`src/rtl/svam_cell.sv`:
```
`default_nettype none
module svam_cell #(
    parameter int W = 48
) (
    input  wire logic         i_clk,
    input  wire logic         i_load,
    input  wire logic [W-1:0] i_load_data,
    input  wire logic         i_shift,
    input  wire logic [W-1:0] i_next_data,
    output logic      [W-1:0] o_data
);

    logic [W-1:0] r_data;

    always_ff @(posedge i_clk) begin
        if (i_load) begin
            r_data <= i_load_data;
        end else if (i_shift) begin
            r_data <= i_next_data;
        end
    end

    assign o_data = r_data;

endmodule
`default_nettype wire

```
`config.mk`:
```
export PLATFORM = sky130hd
export DESIGN_NAME = svam_cell
export DESIGN_NICKNAME = d
export VERILOG_FILES = /design/src/rtl/svam_cell.sv
export SDC_FILE = /design/constraint.sdc
export NUM_CORES = 1
export LEC_CHECK = 0
export BUFFER_PORTS_ARGS = -buffer_cell sky130_fd_sc_hd__buf_4
export CORE_UTILIZATION = 37
export CTS_CLUSTER_DIAMETER = 200
export DETAILED_ROUTE_END_ITERATION = 8
export PLACE_DENSITY_LB_ADDON = 0.1
export RECOVER_POWER = 50
export SKIP_LAST_GASP = 1
export SLEW_MARGIN = 20
export SYNTH_ARGS = -nofsm -noshare
export SYNTH_HDL_FRONTEND = slang
export SYNTH_SLANG_ARGS = --single-unit
export TNS_END_PERCENT = 50
```
`constraint.sdc`:
```
create_clock -name i_clk -period 2.2 [get_ports i_clk]
set_input_delay 0.33 -clock i_clk [delete_from_list [all_inputs] [get_ports i_clk]]
set_output_delay 0.33 -clock i_clk [all_outputs]
set_load 0.01 [all_outputs]
```
==> results.md <==
* Number of global-route vias before repair at 1456
* H-tree depth at 2
* Final ANT Viol Nets at 0
* Clock slew at reported path FFs at 0.07 ns
* Fmax at 740 MHz
* Worst Tran Pin Value at 0.604 ns
* Total Die Area at 5890 µm²
* Syn avg cell area at 20.3 µm²
* Fin Setup TNS at 0 ns
* Post-CTS sizing at 0
* Final #Nets at 352
* Largest net degree at the start of global routing at 29
* Commonest non-fill, non-tap cells in the layout: buf_4 (110), edfxtp_1 (48), mux2_2 (38), clkbuf_1 (38), mux2_1 (9)
* Max-slew violation count at 0
* Initial antenna violation count at 0
* Routability congestion estimate at 0.678
* CTS max path bufs at 2
* Max reg flops at 48
* Layout cell share with drive strength beyond 1 at 0.625
* GRT Total Usage at 0.159
* Die X at 76.7 µm
* Hold Crit Depth at 2
* Req. time, crit path at 2.13 ns
* Synthesis-stage register bit count at 48
* Slew HR at 0.597
* Hold slack at 0.323 ns
* Post-layout min period at 1.35 ns
* Critical path class: in -> reg
* Ys Warns at 0
* Crit Path Max Fanout at 24
* Core area at 5240 µm²
* CTS Sinks at 48
* Crit path launch type: input port
* Critical path cell sequence: buf_4 -> or2_2 -> clkbuf_2
* Crit share post-route at 0.614
* I/O pin total at 147
* Setup violations, final at 0
* Critical path's slowest cell: clkbuf_2
* Kind of path behind the tightest hold check: in -> reg
* Leak Pwr at 1.31 nW
* Layout Utilization at 0.601
* Design Power at 0.00202 W
* Via-to-Cell Ratio at 4.51
* Routed Wire Length at 4570 µm
* Cells after synthesis at 102
* Fin. Hold Viols at 0
* CTS tree: done
* Setup bufs post-CTS at 0
* DR vias at 1457
* Pre-antenna DRT Iters at 2
* Routed len/inst at 14.1 µm
* FP Rows at 26
* Antenna diode count at 0
* Status: finished clean
* Cell area power density at 642 nW/µm²
* Mapped cell area at 2070 µm²
* First-pass GRT wire length at 7060 µm
* Port Buffers at 146
* CP peak stage delay at 0.49 ns
* Worst vdd ir at 0.360 mV
* CP Capture Type: flip-flop
* Gr ovfl total at 0
* CTS Hold Bufs at 0
* Max-Cap Viols at 0
* Sequential element share of the synthesized area at 0.697
* Die Y at 76.7 µm
* Root buf cell: clkbuf_8
* Starting Density at 0.395
* RSZ-0062 raised after global routing: no
* Most common cell after layout, fill and taps aside: buf_4
* DR iter-0 viols at 67
* Area grow syn2layout at 52.2%
* Net count after synthesis at 201
* Drt drc at 0
* Worst Path Arrival at 1.28 ns
* TritonCTS buffer count at 5
* Unique cell type count in the Yosys netlist at 6
==> final timing paths <==
kind | startpoint | to | slack (ns)
setup / recovery | i_load | o_data[23]$_DFFE_PP_ | 0.85
hold / removal | i_next_data[36] | o_data[36]$_DFFE_PP_ | 0.32
==> worst max-delay path, delay by kind of cell <==
kind	cells	cell delay, ns
and+or+nand+nor	1	0.18
buffers and inverters	2	0.76
==> cells by family (layout without fill, tap and decap cells) <==
group | count (synthesis) | count (layout) | synth area share
flops | 48 | 48 | 0.697
simple gates | 1 | 1 | 0.00303
mux | 48 | 48 | 0.278
buf+inv | 5 | 156 | 0.0218
==> synthesized netlist by cell type, drive strengths merged <==
master | instances | share of area
or2 | 1 | 0.0030
mux2 | 48 | 0.28
buf | 5 | 0.022
edfxtp | 48 | 0.70
==> power by group <==
group | switching [W] | internal (W) | total [W] | leakage [nW]
clock network | 0.000266 | 0.000216 | 0.000482 | 0.0410
registers | 0.0000236 | 0.00112 | 0.00115 | 0.489
logic | 0.000165 | 0.000228 | 0.000393 | 0.781
total | 0.000454 | 0.00157 | 0.00202 | 1.31
==> metrics by stage <==
stage	instance area, µm²	instances	worst slack [ns]
after detailed placement	3240	316	0.677
after global placement	3240	316	0.704
final	3150	323	0.848
after global routing	3150	323	0.783
after CTS	3320	323	1.01
after floorplan	2070	102	0.0681
==> layout make-up <==
type | instances | area [µm²]
fill | 451 | 2090
sequential | 48 | 1440
clock buffer | 6 | 72.6
tap | 70 | 87.6
clock inverter | 1 | 5.00
timing repair buffer | 149 | 990
multi-input combinational | 49 | 551
==> metal layers <==
| layer | share of wire | wire length (µm) | GRT usage |
|---|---|---|---|
| met2 | 0.50 | 2280 | 0.270 |
| met1 | 0.36 | 1640 | 0.166 |
| met5 | 0 | 0 | 0 |
| met4 | 0.019 | 87 | 0.0654 |
| met3 | 0.12 | 560 | 0.0798 |
Note: power is estimated with default switching activity, not from simulation.
