### src/rtl/svam_pkg.sv
`default_nettype none
package svam_pkg;

    localparam int MAX_VERTICES_DEF = 64;
    localparam int COORD_BITS_DEF   = 16;

    localparam int CFG_W            = 7;
    localparam int IDX_IN_W         = 6;
    localparam int IDX_OUT_W        = 6;
    localparam int PROJ_W           = 33;
    localparam logic [CFG_W-1:0] VERTEX_COUNT_RST = 7'd4;

    localparam logic ACT_WRITE = 1'b0;
    localparam logic ACT_QUERY = 1'b1;

    typedef enum logic [1:0] {
        ST_IDLE,
        ST_RUN,
        ST_DRAIN
    } t_state;

endpackage
`default_nettype wire

### src/rtl/svam_dot.sv
`default_nettype none
module svam_dot #(
    parameter int COORD_BITS = svam_pkg::COORD_BITS_DEF,
    parameter int IDX_W      = 6,
    parameter int SUM_W      = 34
) (
    input  wire logic                    i_clk,
    input  wire logic                    i_rst_n,
    input  wire logic                    i_valid,
    input  wire logic [IDX_W-1:0]        i_index,
    input  wire logic [3*COORD_BITS-1:0] i_vertex,
    input  wire logic [3*COORD_BITS-1:0] i_dir,
    output logic                         o_valid,
    output logic      [IDX_W-1:0]        o_index,
    output logic signed [SUM_W-1:0]      o_sum
);

    localparam int CB = COORD_BITS;
    localparam int PW = 2 * COORD_BITS;

    logic signed [CB-1:0] vx, vy, vz, dx, dy, dz;
    logic signed [PW-1:0] r_px, r_py, r_pz;
    logic                 r_v1, r_v2;
    logic [IDX_W-1:0]     r_i1, r_i2;
    logic signed [SUM_W-1:0] r_sum;

    assign vx = i_vertex[CB-1:0];
    assign vy = i_vertex[2*CB-1:CB];
    assign vz = i_vertex[3*CB-1:2*CB];
    assign dx = i_dir[CB-1:0];
    assign dy = i_dir[2*CB-1:CB];
    assign dz = i_dir[3*CB-1:2*CB];

    always_ff @(posedge i_clk) begin
        if (!i_rst_n) begin
            r_v1 <= 1'b0;
            r_v2 <= 1'b0;
        end else begin
            r_v1 <= i_valid;
            r_v2 <= r_v1;
        end
    end

    // products, then sum of three
    always_ff @(posedge i_clk) begin
        r_px  <= vx * dx;
        r_py  <= vy * dy;
        r_pz  <= vz * dz;
        r_i1  <= i_index;
        r_sum <= SUM_W'(r_px) + SUM_W'(r_py) + SUM_W'(r_pz);
        r_i2  <= r_i1;
    end

    assign o_valid = r_v2;
    assign o_index = r_i2;
    assign o_sum   = r_sum;

endmodule
`default_nettype wire

### config.mk
export PLATFORM = sky130hd
export DESIGN_NAME = svam_dot
export DESIGN_NICKNAME = d
export VERILOG_FILES = /design/src/rtl/svam_pkg.sv /design/src/rtl/svam_dot.sv
export SDC_FILE = /design/constraint.sdc
export NUM_CORES = 2
export LEC_CHECK = 0
export CAP_MARGIN = 20
export CELL_PAD_IN_SITES_DETAIL_PLACEMENT = 1
export CELL_PAD_IN_SITES_GLOBAL_PLACEMENT = 1
export CORE_MARGIN = 2
export CORE_UTILIZATION = 48
export DETAILED_ROUTE_END_ITERATION = 8
export DONT_BUFFER_PORTS = 1
export PLACE_DENSITY = 0.82
export REMOVE_ABC_BUFFERS = 1
export SYNTH_ARGS = -nofsm -noshare
export SYNTH_HDL_FRONTEND = slang
export SYNTH_SLANG_ARGS = --single-unit
export TNS_END_PERCENT = 30
### constraint.sdc
create_clock -name i_clk -period 5.6 [get_ports i_clk]
set_clock_uncertainty 0.2 [all_clocks]
set_input_delay 0.28 -clock i_clk [delete_from_list [all_inputs] [get_ports i_clk]]
set_output_delay 0.28 -clock i_clk [all_outputs]
set_load 0.01 [all_outputs]
==> impl_metrics.ini <==
[status]
status = finished, final reports clean

[die]
chipWidth_um = 272.7
die_area_um2 = 74380
rows = 98
die_height_um = 272.7
ioPinCount = 146
initial_core_util_pct = 48.49
core_um2 = 71490

[critical_path]
max_stage_delay_ns = 0.60
critPathMaxFanout = 16
reg2reg_depth = 14
worstSetupPathType = in2reg
critPathTopFamily = adder cells
endpoint_kind = register
path_buf_inv = 6
crit_cells = 22
r2r_setup_slack_ns = 1.65
crit_arrival_ns = 5.68
path_cells = and2_1 -> fa_1 -> inv_1 -> fa_1 -> fa_1 -> inv_1 -> fa_1 -> fa_1 -> inv_1 -> fa_1 -> inv_1 -> ha_1 -> nand2_1 -> nand2_1 -> a31oi_2 -> o31ai_1 -> buf_4 -> o41ai_4 -> o21ai_2 -> buf_4 -> a211oi_2 -> xnor2_1
r2r-end = o_sum[23]
regToRegStartpoint = r_pz[0]
crit_required_ns = 5.77
cp_slowest_cell = fa_1
critPathMostFrequentCell = fa_1
setup.worst_path.start_class = input port

[clock_tree]
cts_tree = yes
cts_inserted_buffers = 17
clk_latency_ns = 0.45
clkSinkCount = 144
h-tree-depth = 4
clk_pin_slew_ns = 0.06
clock_path_buffers = 2
cts_root_buffer = clkbuf_16

[yosys]
ys_ff_latch = 144
synth_common_cells = inv_1, fa_1, nand2_1
syn_inst = 3660
synth_most_common_cell = inv_1
synth_top_family_by_area = adder cells
yosysTopAreaCellShare_pct = 47.30
synth_area_leader_cell = fa_1
synthArstFlopShare_pct = 0
synth_mux_area_share_pct = 0.08664
ys.flop_type = dfxtp_1
synth_cell_types = 75
synth_xor_area_share_pct = 2.931
synth-simple-area-share_pct = 14.07
synth_area_per_cell_um2 = 9.470
netlist_top_cells_area = fa_1, ha_1, inv_1
seq_area_frac_synth_pct = 8.317
synth_compound_area_share_pct = 6.444
synth_area_um2 = 34660
ys_warn_count = 0
synth_adder_area_share_pct = 57.34
synth-edff-count = 0

[final_layout]
fin_nets = 4981
drive_gt1_share_pct = 7.516
multi_input_area_um2 = 28330
area_growth_pct = 9.494
regArea_um2 = 2883
diodes = 0
fillers = 8153

[drt]
avgRoutedWirePerCell_um = 21.10
drc_errors = 0
first_pass_iters = 5
routed_via_density = 5.372
vias = 25474
drt_iter0_drc = 1183
ant_nets = 0
routed_wirelength_um = 100100

[run]
cap_viol_max_count = 0

[grt]
grt_pass1_vias = 30434
grtUsageMet2_pct = 50.81
grt_pass1_wl_um = 161900
top_usage_layer = met2
track_usage_pct = 27.82
use_met1_pct = 34.24
grt_max_degree = 17
grt_use_met3_pct = 3.717
antenna_found_initial = 1
overflow = 0

[placement]
dp_slack_ns = -0.5223
finalWeightedCongestion = 0.8431
hpwl_um = 83010
numPortBuffers = 0

[worst_hold_path]
worstHoldStart = i_dir[0]
holdPathEnd = r_px[2]
holdCritPathClass = in2reg
hold_path_depth = 3

[sta]
hold_violations = 0
min_period_ns = 5.506
slew-limit-headroom_pct = 58.36
setup_viol_count_final = 0
period_share_pct = 98.31
finalMaxSlewViolations = 0
rsz0062_at_grt = true
timing.fmax_mhz = 181.6
worst_pin_slew_ns = 0.6089
finalWorstSetupSlack_ns = 0.09449
timing repair:
action                                  in CTS  in global routing
pin swaps                                    0                 44
endpoints found under the hold margin       13                  0
setup buffers                                0                 10
endpoints found under the setup margin       2                 28
gates resized for setup                      2                 59
cloned                                       0                  0
hold buffers                                19                  0
layer usage:
metal	wire, µm	part of all wire [%]
met1	39620	40
met2	52770	53
met3	4875	4.9
met4	2807	2.8
met5	0	0
worst max-delay path by stage:
stage / from / to / slack [ns]
after global placement: i_vertex[40] / r_pz[30] / -0.32
after detailed placement: i_vertex[41] / r_pz[31] / -0.52
final: i_vertex[41] / r_pz[28] / 0.09
after global routing: i_vertex[15] / r_px[31] / -0.10
after CTS: i_dir[4] / r_px[30] / 0.00008
after floorplan: i_vertex[47] / r_pz[31] / -0.13
cells in the final DEF (no fill, tap or decap), drive strengths merged, types with 59 or more instances in the layout:
master,n
inv,897
fa,819
nand2,406
and2,368
ha,278
buf,183
dfxtp,144
nor2,99
xnor2,89
a21oi,87
o21ai,59
area by class of cell:
type	instances	share of cell area [%]
flip-flops and latches	144	7.596
repair buffers	202	4.121
clock buffers	20	1.151
well taps	950	3.132
inverters	896	8.862
multi-input cells	2518	74.65
clock inverters	12	0.4846
flip-flops by register name, summed over array words and instances, names as in the netlist:
name and cells:
r_v1 1, r_py 32, r_pz 32, o_valid 1, o_index 6, r_i1 6, o_sum 34, r_px 32
per-stage QoR:
step | utilization (%) | cell area (µm²) | TNS [ns] | cells | hold WS [ns]
after floorplan | - | 34280 | -0.5098 | 3558 | 0.1077
after global placement | 51.43 | 36760 | -5.241 | 4681 | 0.1078
after detailed placement | 51.43 | 36760 | -11.30 | 4681 | 0.1078
after CTS | 52.57 | 37580 | 0 | 4732 | 0.001820
after global routing | 53.09 | 37950 | -0.5668 | 4742 | 0.01087
final | 53.09 | 37950 | 0 | 4742 | 0.02395
worst register-to-register path: stages (launching register included):
cell and delay (ns):
dfxtp_1 0.31, inv_1 0.12, fa_1 0.41, inv_1 0.08
ha_1 0.22, inv_1 0.08, fa_1 0.46, nor2b_1 0.18
o31a_1 0.26, o21ai_0 0.25, a21boi_1 0.38, nand2b_1 0.20
a21o_1 0.12, a21oi_1 0.07, xnor2_1 0.44
cells by family after synthesis:
logic type,count (synthesis)
simple gates,985
compound gates,317
buf+inv,998
fa+ha+maj,1097
mux,3
flops,144
xor+xnor,116
Power is left out: the tool's default activity adds up to more than one toggle a clock period on the data nets, which glitch-free logic cannot reach.
